==> config.mk <==
export PLATFORM = sky130hd
export DESIGN_NAME = cyrillic_to_latin_transliterator
export DESIGN_NICKNAME = d
export VERILOG_FILES = /design/src/rtl/c2l_pkg.sv /design/src/rtl/cyrillic_to_latin_transliterator.sv
export SDC_FILE = /design/constraint.sdc
export NUM_CORES = 1
export LEC_CHECK = 0
export ABC_CLOCK_PERIOD_IN_PS = 6700
export BUFFER_PORTS_ARGS = -buffer_cell sky130_fd_sc_hd__buf_4
export CAP_MARGIN = 10
export CORE_ASPECT_RATIO = 0.9
export CORE_UTILIZATION = 40
export CTS_BUF_LIST = sky130_fd_sc_hd__clkbuf_2 sky130_fd_sc_hd__clkbuf_4 sky130_fd_sc_hd__clkbuf_8
export CTS_CLUSTER_DIAMETER = 150
export DETAILED_ROUTE_END_ITERATION = 16
export GPL_TIMING_DRIVEN = 0
export PLACE_DENSITY_LB_ADDON = 0.05
export SETUP_SLACK_MARGIN = 0.05
export SLEW_MARGIN = 25
export SYNTH_ARGS = -nofsm -noshare
export SYNTH_HDL_FRONTEND = slang
export SYNTH_SLANG_ARGS = --single-unit
==> constraint.sdc <==
create_clock -name clk -period 6.7 [get_ports clk]
set_input_delay 0.335 -clock clk [delete_from_list [all_inputs] [get_ports clk]]
set_output_delay 0.335 -clock clk [all_outputs]
set_load 0.01 [all_outputs]
==> src/rtl/c2l_pkg.sv <==
// Package for the Cyrillic-to-Latin transliterator.
// Holds word types, lead byte masks and the letter table.
// Depends on nothing.
package c2l_pkg;

	localparam logic [7:0]  LEAD_MARK = 8'hC0;
	localparam logic [11:0] CODE_YO_UC = 12'h401;
	localparam logic [11:0] CODE_YO_LC = 12'h451;
	localparam logic [11:0] CODE_FIRST = 12'h410;
	localparam logic [11:0] CODE_LAST  = 12'h44F;
	localparam logic [7:0]  NUL_CHAR   = 8'h00;

	typedef struct packed {
		logic [7:0] text_byte;
		logic       text_start;
	} text_word_t;

	typedef struct packed {
		logic [7:0] out_char;
		logic       last_of_run;
	} glyph_word_t;

	// up to three letters, emitted c0 first
	typedef struct packed {
		logic [1:0] cnt;
		logic [7:0] c0;
		logic [7:0] c1;
		logic [7:0] c2;
	} run_t;

	function automatic run_t one_char(input logic [7:0] c);
		run_t r;
		r = '{cnt: 2'd1, c0: c, c1: NUL_CHAR, c2: NUL_CHAR};
		return r;
	endfunction

	function automatic run_t two_char(input logic [7:0] a, input logic [7:0] b);
		run_t r;
		r = '{cnt: 2'd2, c0: a, c1: b, c2: NUL_CHAR};
		return r;
	endfunction

	// letter index is the code's offset from the first capital letter
	function automatic run_t letter_run(input logic [4:0] idx);
		run_t r;
		case (idx)
			5'd0:  r = one_char("A");
			5'd1:  r = one_char("B");
			5'd2:  r = one_char("V");
			5'd3:  r = one_char("G");
			5'd4:  r = one_char("D");
			5'd5:  r = one_char("E");
			5'd6:  r = two_char("Z", "H");
			5'd7:  r = one_char("Z");
			5'd8:  r = one_char("I");
			5'd9:  r = one_char("J");
			5'd10: r = one_char("K");
			5'd11: r = one_char("L");
			5'd12: r = one_char("M");
			5'd13: r = one_char("N");
			5'd14: r = one_char("O");
			5'd15: r = one_char("P");
			5'd16: r = one_char("R");
			5'd17: r = one_char("S");
			5'd18: r = one_char("T");
			5'd19: r = one_char("U");
			5'd20: r = one_char("F");
			5'd21: r = one_char("H");
			5'd22: r = two_char("T", "S");
			5'd23: r = two_char("C", "H");
			5'd24: r = two_char("S", "H");
			5'd25: r = '{cnt: 2'd3, c0: "S", c1: "C", c2: "H"};
			5'd27: r = one_char("Y");
			5'd29: r = two_char("J", "E");
			5'd30: r = two_char("J", "U");
			5'd31: r = two_char("J", "A");
			default: r = '{cnt: 2'd0, c0: NUL_CHAR, c1: NUL_CHAR, c2: NUL_CHAR};
		endcase
		return r;
	endfunction

endpackage

==> src/rtl/cyrillic_to_latin_transliterator.sv <==
// An accepted text word goes through word_s1, then run_q, before its first glyph word.
// Throughput: one text word per cycle while glyph_stall is low and each word
// yields at most one glyph; a longer run holds run_q until its last glyph is taken.
// Reset (arst_n low, asynchronous): input and run stages empty, no lead held.
// Top level of the Cyrillic-to-Latin transliterator; uses c2l_pkg.
module cyrillic_to_latin_transliterator (
	input  logic                clk,
	input  logic                arst_n,
	input  c2l_pkg::text_word_t text_word,
	input  logic                text_valid,
	output logic                text_stall,
	output c2l_pkg::glyph_word_t glyph_word,
	output logic                glyph_valid,
	input  logic                glyph_stall
);
	import c2l_pkg::*;

	logic        valid_s1;
	text_word_t  word_s1;
	logic        lead_held_q;
	logic [5:0]  lead_bits_q;
	logic        run_valid_q;
	run_t        run_q;
	logic [1:0]  run_idx_q;

	logic        run_last;
	logic        run_done;
	logic        take_s1;
	logic        held_s1;
	logic        is_lead;
	logic [11:0] code;
	run_t        run_next;
	logic        load_run;

	assign run_last = (run_idx_q == (run_q.cnt - 2'd1));
	assign run_done = run_valid_q && !glyph_stall && run_last;
	assign take_s1  = !run_valid_q || run_done;
	assign text_stall = valid_s1 && !take_s1;

	assign held_s1 = lead_held_q && !word_s1.text_start;
	assign is_lead = ((word_s1.text_byte & LEAD_MARK) == LEAD_MARK);
	assign code    = {lead_bits_q, word_s1.text_byte[5:0]};

	always_comb begin
		run_next = one_char(word_s1.text_byte);
		if (held_s1) begin
			if (code == CODE_YO_UC || code == CODE_YO_LC) begin
				run_next = two_char("Y", "O");
			end else if (code >= CODE_FIRST && code <= CODE_LAST) begin
				run_next = letter_run(5'(code - CODE_FIRST));
			end
		end else if (is_lead) begin
			run_next.cnt = 2'd0;
		end
	end

	assign load_run = valid_s1 && take_s1 && (run_next.cnt != 2'd0);

	always_ff @(posedge clk or negedge arst_n) begin
		if (!arst_n) begin
			valid_s1 <= 1'b0;
		end else if (!text_stall) begin
			valid_s1 <= text_valid;
		end
	end

	always_ff @(posedge clk) begin
		if (!text_stall && text_valid) begin
			word_s1 <= text_word;
		end
	end

	always_ff @(posedge clk or negedge arst_n) begin
		if (!arst_n) begin
			lead_held_q <= 1'b0;
			lead_bits_q <= '0;
		end else if (valid_s1 && take_s1) begin
			if (!held_s1 && is_lead) begin
				lead_held_q <= 1'b1;
				lead_bits_q <= word_s1.text_byte[5:0];
			end else begin
				lead_held_q <= 1'b0;
				lead_bits_q <= '0;
			end
		end
	end

	always_ff @(posedge clk or negedge arst_n) begin
		if (!arst_n) begin
			run_valid_q <= 1'b0;
			run_idx_q   <= '0;
		end else if (load_run) begin
			run_valid_q <= 1'b1;
			run_idx_q   <= '0;
		end else if (run_done) begin
			run_valid_q <= 1'b0;
			run_idx_q   <= '0;
		end else if (run_valid_q && !glyph_stall) begin
			run_idx_q <= run_idx_q + 2'd1;
		end
	end

	always_ff @(posedge clk) begin
		if (load_run) begin
			run_q <= run_next;
		end
	end

	always_comb begin
		glyph_word.last_of_run = run_last;
		case (run_idx_q)
			2'd0:    glyph_word.out_char = run_q.c0;
			2'd1:    glyph_word.out_char = run_q.c1;
			2'd2:    glyph_word.out_char = run_q.c2;
			default: glyph_word.out_char = NUL_CHAR;
		endcase
	end
	assign glyph_valid = run_valid_q;

`ifndef SYNTHESIS
	a_idx_in_run: assert property (@(posedge clk) disable iff (!arst_n)
		run_valid_q |-> (run_q.cnt != 2'd0 && run_idx_q < run_q.cnt))
		else $error("glyph index past end of run");

	a_lead_captured: assert property (@(posedge clk) disable iff (!arst_n)
		(valid_s1 && take_s1 && !held_s1 && is_lead) |=> lead_held_q)
		else $error("lead byte not held");

	a_run_drains: assert property (@(posedge clk) disable iff (!arst_n)
		(glyph_valid && !glyph_stall && glyph_word.last_of_run && !valid_s1)
		|=> !glyph_valid)
		else $error("glyph word shown after run ended");

	a_stall_needs_word: assert property (@(posedge clk) disable iff (!arst_n)
		!valid_s1 |-> !text_stall)
		else $error("input stalled with empty input stage");
`endif

endmodule

==> results.sh, run 1 <==
export IMPL_leakage_uw=0.00105
export IMPL_crit_arrival_ns=3.06
export IMPL_core_um2=5260
export IMPL_num_rows=25
export IMPL_die_y_um=72.2
export IMPL_vias_per_cell=5.24
export IMPL_yosys_warnings=0
export IMPL_cts_sinks=37
export IMPL_grt_pass1_vias=1495
export IMPL_r2r_start="code[1]$_DFFE_PP_"
export IMPL_pin_count=24
export IMPL_ys_seq_area_frac=0.482
export IMPL_diodes=0
export IMPL_num_vias=1630
export IMPL_synthesis_area_um2=2190
export IMPL_fin_setup_tns_ns=0
export IMPL_cts_setup_buffers=0
export IMPL_rsz0062_at_grt="no"
export IMPL_fin_cells=311
export IMPL_ys_ff_latch=37
export IMPL_start_util=0.417
export IMPL_grt_pass1_wl_um=7260
export IMPL_tightest_slew_ns=0.828
export IMPL_slew_headroom=0.446
export IMPL_vdd_drop_max_mv=0.202
export IMPL_drc=0
export IMPL_ant_nets=0
export IMPL_cts_root_buffer_cell="clkbuf_8"
export IMPL_place_congestion=0.823
export IMPL_ff2ff_path_depth=7
export IMPL_place_inst=302
export IMPL_path_max_fanout=17
export IMPL_synthTopCellsByArea="edfxtp_1 (36%), dfrtp_1 (13%), ha_1 (6.3%)"
export IMPL_clock_latency_ns=0.29
export IMPL_syn_to_final_growth_pct=17.5
export IMPL_fin_crit_ns=3.14
export IMPL_synth_cells=212
export IMPL_clock_path_buffers=2
export IMPL_grt_use_total=0.167
export IMPL_hold_start="text_word[6]"
export IMPL_cts_buffers=5
export IMPL_layout_nets=267
export IMPL_worstReg2RegEnd="run_q[14]$_SDFFCE_PN0P_"
export IMPL_final_core_util=0.490
export IMPL_first_pass_iters=5
export IMPL_drive_gt1_frac=0.205
export IMPL_min_path_type="input port to register"
export IMPL_synth_area_leader_cell="edfxtp_1"
export IMPL_cts_tree="built"
export IMPL_syn_nets=236
export IMPL_finalWirelength_um=4350
export IMPL_htreeDepth=2
export IMPL_fmax_mhz=319
export IMPL_wl_per_cell_um=14.0
export IMPL_synth_ff_type="edfxtp_1"
export IMPL_fin_ws_ns=3.56
export IMPL_grt_overflow=0
export IMPL_multi_input_area_um2=1040
export IMPL_final_common_cell="nand2_1"
export IMPL_synth_top_area_frac=0.357
export IMPL_layout_common_cells="nand2_1 (28), edfxtp_1 (26), buf_4 (24)"
export IMPL_antenna_found_initial=0
export IMPL_fin_skew_ns=0.00677
export IMPL_powerDensity_nw_per_um2=389
export IMPL_dp_final_hpwl_um=3260
export IMPL_cap_violations=0
export IMPL_ys_types=50
export IMPL_die_w_um=80.0
export IMPL_required_ns=6.62
export IMPL_setup_worst_path_start_class="register"
export IMPL_numPortBuffers=23
export IMPL_critPathKind="register to register"
export IMPL_ff_latch_area_um2=1060
export IMPL_num_fill_cells=494
export IMPL_hold_path_end="code[5]$_DFFE_PP_"
export IMPL_hold_viol=0
export IMPL_endpoint_kind="register"
export IMPL_synth_edf_count=26
export IMPL_rrSetupSlack_ns=3.56
export IMPL_syn_area_per_cell_um2=10.3
export IMPL_status="finished clean"
export IMPL_path_clk_slew_ns=0.07
export IMPL_synthArstFlopShare=0.297
export IMPL_drv_slew=0
export IMPL_grt_max_degree=18
export IMPL_first_iter_violations=61
export IMPL_dieArea_um2=5770
export IMPL_holdPathStages=1
export IMPL_setup_viol=0
export IMPL_period_share=0.469
export IMPL_dp_slack_ns=3.57
-- cell usage after synthesis, drive strengths merged (2+ instances only) --
master	number
o211ai	3
dfrtp	11
nand2b	6
nor2b	6
o31ai	4
or2	2
and2	3
a21o	2
xor2	2
ha	11
nor2	12
nand2	28
a22oi	5
a21oi	6
buf	8
o21ba	2
mux2i	6
a222oi	2
a31oi	4
o32a	2
a211oi	2
a32oi	2
nor3	4
o21ai	17
edfxtp	26
inv	12
nand3	2
a21boi	2
and3	2
clkbuf	3
-- sequential cells by signal, indices dropped and copies added (netlist names) --
name	cells
glyph_valid	1
valid_s1	1
run_q	17
lead_held_q	1
code	6
lead_bits_q	6
word_s1	3
run_idx_q	2
-- metrics by stage --
step	total power, uW	hold WS [ns]	cell area, um2
2_1_floorplan	668	0.0394	2190
6_report	1000	0.221	2570
3_5_place_dp	817	0.182	2450
4_1_cts	1010	0.213	2570
3_3_place_gp	816	0.181	2450
5_1_grt	1080	0.209	2570
-- report_power, final --
group	switching (uW)	internal, uW	total, uW
combinational	241	190	430
sequential	50.9	329	380
clock	79.4	111	191
-- final cells by class --
class / instances / area share
sequential: 37 / 0.410
clock buffer: 5 / 0.0267
tap: 67 / 0.0326
clock inverter: 3 / 0.0180
inverter: 12 / 0.0175
timing repair buffer: 24 / 0.0710
multi-input combinational: 152 / 0.403
buffer: 11 / 0.0209
-- cell families (layout without fill, tap and decap cells) --
group | Yosys count | after routing | synth area share
compound gates | 59 | 59 | 0.191
xor+xnor | 2 | 2 | 0.00800
fa+ha+maj | 11 | 11 | 0.0629
buf+inv | 23 | 55 | 0.0451
flops | 37 | 37 | 0.482
mux | 8 | 8 | 0.0429
simple gates | 72 | 72 | 0.167
-- critical path, stage by stage, from the launching register on --
cell      delay (ns)
edfxtp_1        0.59
inv_1           0.19
ha_1            0.26
nand2b_4        0.08
or4_4           0.50
o31a_1          0.18
o21ai_0         0.23
nor2b_2         0.73
-- metal layers --
metal | share of wire | track usage
met4 | 0.0074 | 0.0516
met2 | 0.45 | 0.252
met5 | 0 | 0
met1 | 0.51 | 0.241
met3 | 0.030 | 0.0377
-- how the worst max path moves through the flow --
stage / startpoint / end / slack [ns] / depth (start not counted)
after global placement: code[1]$_DFFE_PP_ / run_q[16]$_DFFE_PP_ / 3.14 / 7
after detailed placement: code[1]$_DFFE_PP_ / run_q[17]$_DFFE_PP_ / 3.57 / 7
after global routing: code[1]$_DFFE_PP_ / run_q[16]$_DFFE_PP_ / 3.27 / 7
after CTS: code[1]$_DFFE_PP_ / run_q[10]$_SDFFCE_PN0P_ / 3.56 / 7
after floorplan: code[1]$_DFFE_PP_ / run_q[10]$_SDFFCE_PN0P_ / 3.71 / 7
final: code[1]$_DFFE_PP_ / run_q[14]$_SDFFCE_PN0P_ / 3.56 / 7
-- timing repair --
action                                 4_1_cts  5_1_grt
endpoints found under the hold margin       11        0
hold buffers                                 1        0
gates resized for setup                      0        0
Note: power is estimated with default switching activity, not from simulation.
==> run 2: changes to the inputs <==
- ABC_CLOCK_PERIOD_IN_PS: 6700 -> 2700
- clock period: 6.7 -> 2.7 ns (I/O delays scaled with it)
==> results.sh, run 2 (synthesis gave the netlist of run 1 again) <==
export IMPL_die_w_um=80.0
export IMPL_powerDensity_nw_per_um2=997
export IMPL_hold_viol=0
export IMPL_wl_per_cell_um=14.5
export IMPL_fmax_mhz=409
export IMPL_r2r_start="code[1]$_DFFE_PP_"
export IMPL_fin_ws_ns=0.258
export IMPL_worstReg2RegEnd="run_q[14]$_SDFFCE_PN0P_"
export IMPL_grt_pass1_wl_um=7610
export IMPL_diodes=0
export IMPL_cts_buffers=5
export IMPL_numPortBuffers=23
export IMPL_grt_overflow=0
export IMPL_startpoint="code[1]$_DFFE_PP_"
export IMPL_vias_per_cell=5.11
export IMPL_pin_count=24
export IMPL_clock_latency_ns=0.28
export IMPL_required_ns=2.70
export IMPL_clock_path_buffers=2
export IMPL_antenna_found_initial=0
export IMPL_crit_arrival_ns=2.44
export IMPL_setup_worst_path_start_class="register"
export IMPL_layout_common_cells="buf_4 (29), nand2_1 (28), edfxtp_1 (26)"
export IMPL_tightest_slew_ns=0.577
export IMPL_met1_usage=0.251
export IMPL_slew_headroom=0.615
export IMPL_grt_max_degree=17
export IMPL_drive_gt1_frac=0.224
export IMPL_vdd_drop_max_mv=0.413
export IMPL_fin_cells=317
export IMPL_setup_viol=0
export IMPL_ff2ff_path_depth=8
export IMPL_gr_usage_met3=0.0415
export IMPL_endpoint_kind="register"
export IMPL_path_clk_slew_ns=0.08
export IMPL_syn_to_final_growth_pct=21.4
export IMPL_place_inst=302
export IMPL_layout_nets=273
export IMPL_final_common_cell="buf_4"
export IMPL_drv_slew=0
export IMPL_dp_slack_ns=-0.227
export IMPL_busiest_layer="met2"
export IMPL_core_um2=5260
export IMPL_num_vias=1619
export IMPL_critPathKind="register to register"
export IMPL_rrSetupSlack_ns=0.26
export IMPL_die_y_um=72.2
export IMPL_rsz0062_at_grt="no"
export IMPL_dieArea_um2=5770
export IMPL_drc=0
export IMPL_start_util=0.417
export IMPL_grt_pass1_vias=1567
export IMPL_cts_sinks=37
export IMPL_fin_crit_ns=2.44
export IMPL_ant_nets=0
export IMPL_htreeDepth=2
export IMPL_grt_use_total=0.177
export IMPL_first_pass_iters=4
export IMPL_holdPathStages=1
export IMPL_min_path_type="input port to register"
export IMPL_grtUsageMet2=0.277
export IMPL_dp_final_hpwl_um=3330
export IMPL_fin_skew_ns=0.00604
export IMPL_largest_reg_flops=17
export IMPL_num_rows=25
export IMPL_finalWirelength_um=4600
export IMPL_top_register="run_q"
export IMPL_status="finished clean"
export IMPL_reg_top3="run_q: 17 flops, code: 6 flops, lead_bits_q: 6 flops"
export IMPL_first_iter_violations=111
export IMPL_period_share=0.905
export IMPL_cts_root_buffer_cell="clkbuf_8"
export IMPL_critPathCapture="run_q[14]$_SDFFCE_PN0P_"
export IMPL_place_congestion=0.838
export IMPL_power_uw=2650
export IMPL_cts_tree="built"
export IMPL_leakage_uw=0.00111
export IMPL_cap_violations=0
export IMPL_path_max_fanout=16
run 2: cell count changes in the layout (fill, tap and decap cells not counted), sizes merged:
cell and change:
buf +6, bufinv +1, clkinv -1, clkinvlp -1, inv +1
run 2: area by class of cell:
cell class              instances  area (um2)
plain buffers                  11        53.8
clock buffers                   5        68.8
clock inverters                 3        68.8
fillers                       513        2600
inverters                      12        45.0
multi-input cells             152        1040
flip-flops and latches         37        1060
well taps                      67        83.8
repair buffers                 30         240
run 2: stage by stage:
| step | utilization | cell area (um2) | setup TNS, ns | hold WS [ns] |
|---|---|---|---|---|
| after floorplan | - | 2200 | 0 | -0.161 |
| after global placement | 0.467 | 2450 | -4.11 | -0.0187 |
| after detailed placement | 0.467 | 2450 | -3.85 | -0.0184 |
| after CTS | 0.503 | 2640 | 0 | 0.0127 |
| after global routing | 0.506 | 2660 | 0 | 0.00770 |
| final | 0.506 | 2660 | 0 | 0.0211 |
run 2: worst min path at each step:
stage            startpoint                  endpoint  slack, ns
3_3_place_gp         arst_n  run_idx_q[0]$_DFFE_PN0P_      -0.02
2_1_floorplan        arst_n   glyph_valid$_DFFE_PN0P_      -0.16
5_1_grt        text_word[5]         code[4]$_DFFE_PP_      0.008
4_1_cts        text_word[3]         code[2]$_DFFE_PP_       0.01
3_5_place_dp         arst_n  run_idx_q[0]$_DFFE_PN0P_      -0.02
6_report       text_word[3]         code[2]$_DFFE_PP_       0.02
run 2: timing repair:
item,4_1_cts,5_1_grt
buffers inserted,4,2
setup endpoints to repair,17,17
endpoints found under the hold margin,11,0
resized for setup,0,1
hold buffers,1,0
run 2: power by group:
| part | switching [uW] | internal [uW] |
|---|---|---|
| sequential | 116 | 815 |
| clock | 200 | 372 |
| combinational | 623 | 525 |
run 2: worst max-delay path: stages (launching register included):
cell      delay (ns)
edfxtp_1        0.44
inv_1           0.14
ha_1            0.25
nand2b_4        0.08
or4_4           0.50
o31a_1          0.18
o21ai_1         0.19
nor2b_4         0.21
buf_12          0.16
run 2: metal layers:
metal  share of wire  up-vias  wire length [um]
li1                -      848                 -
met2            0.47       31              2150
met5               0        -                 0
met3           0.039        0               181
met4               0        0                 0
met1            0.49      740              2280
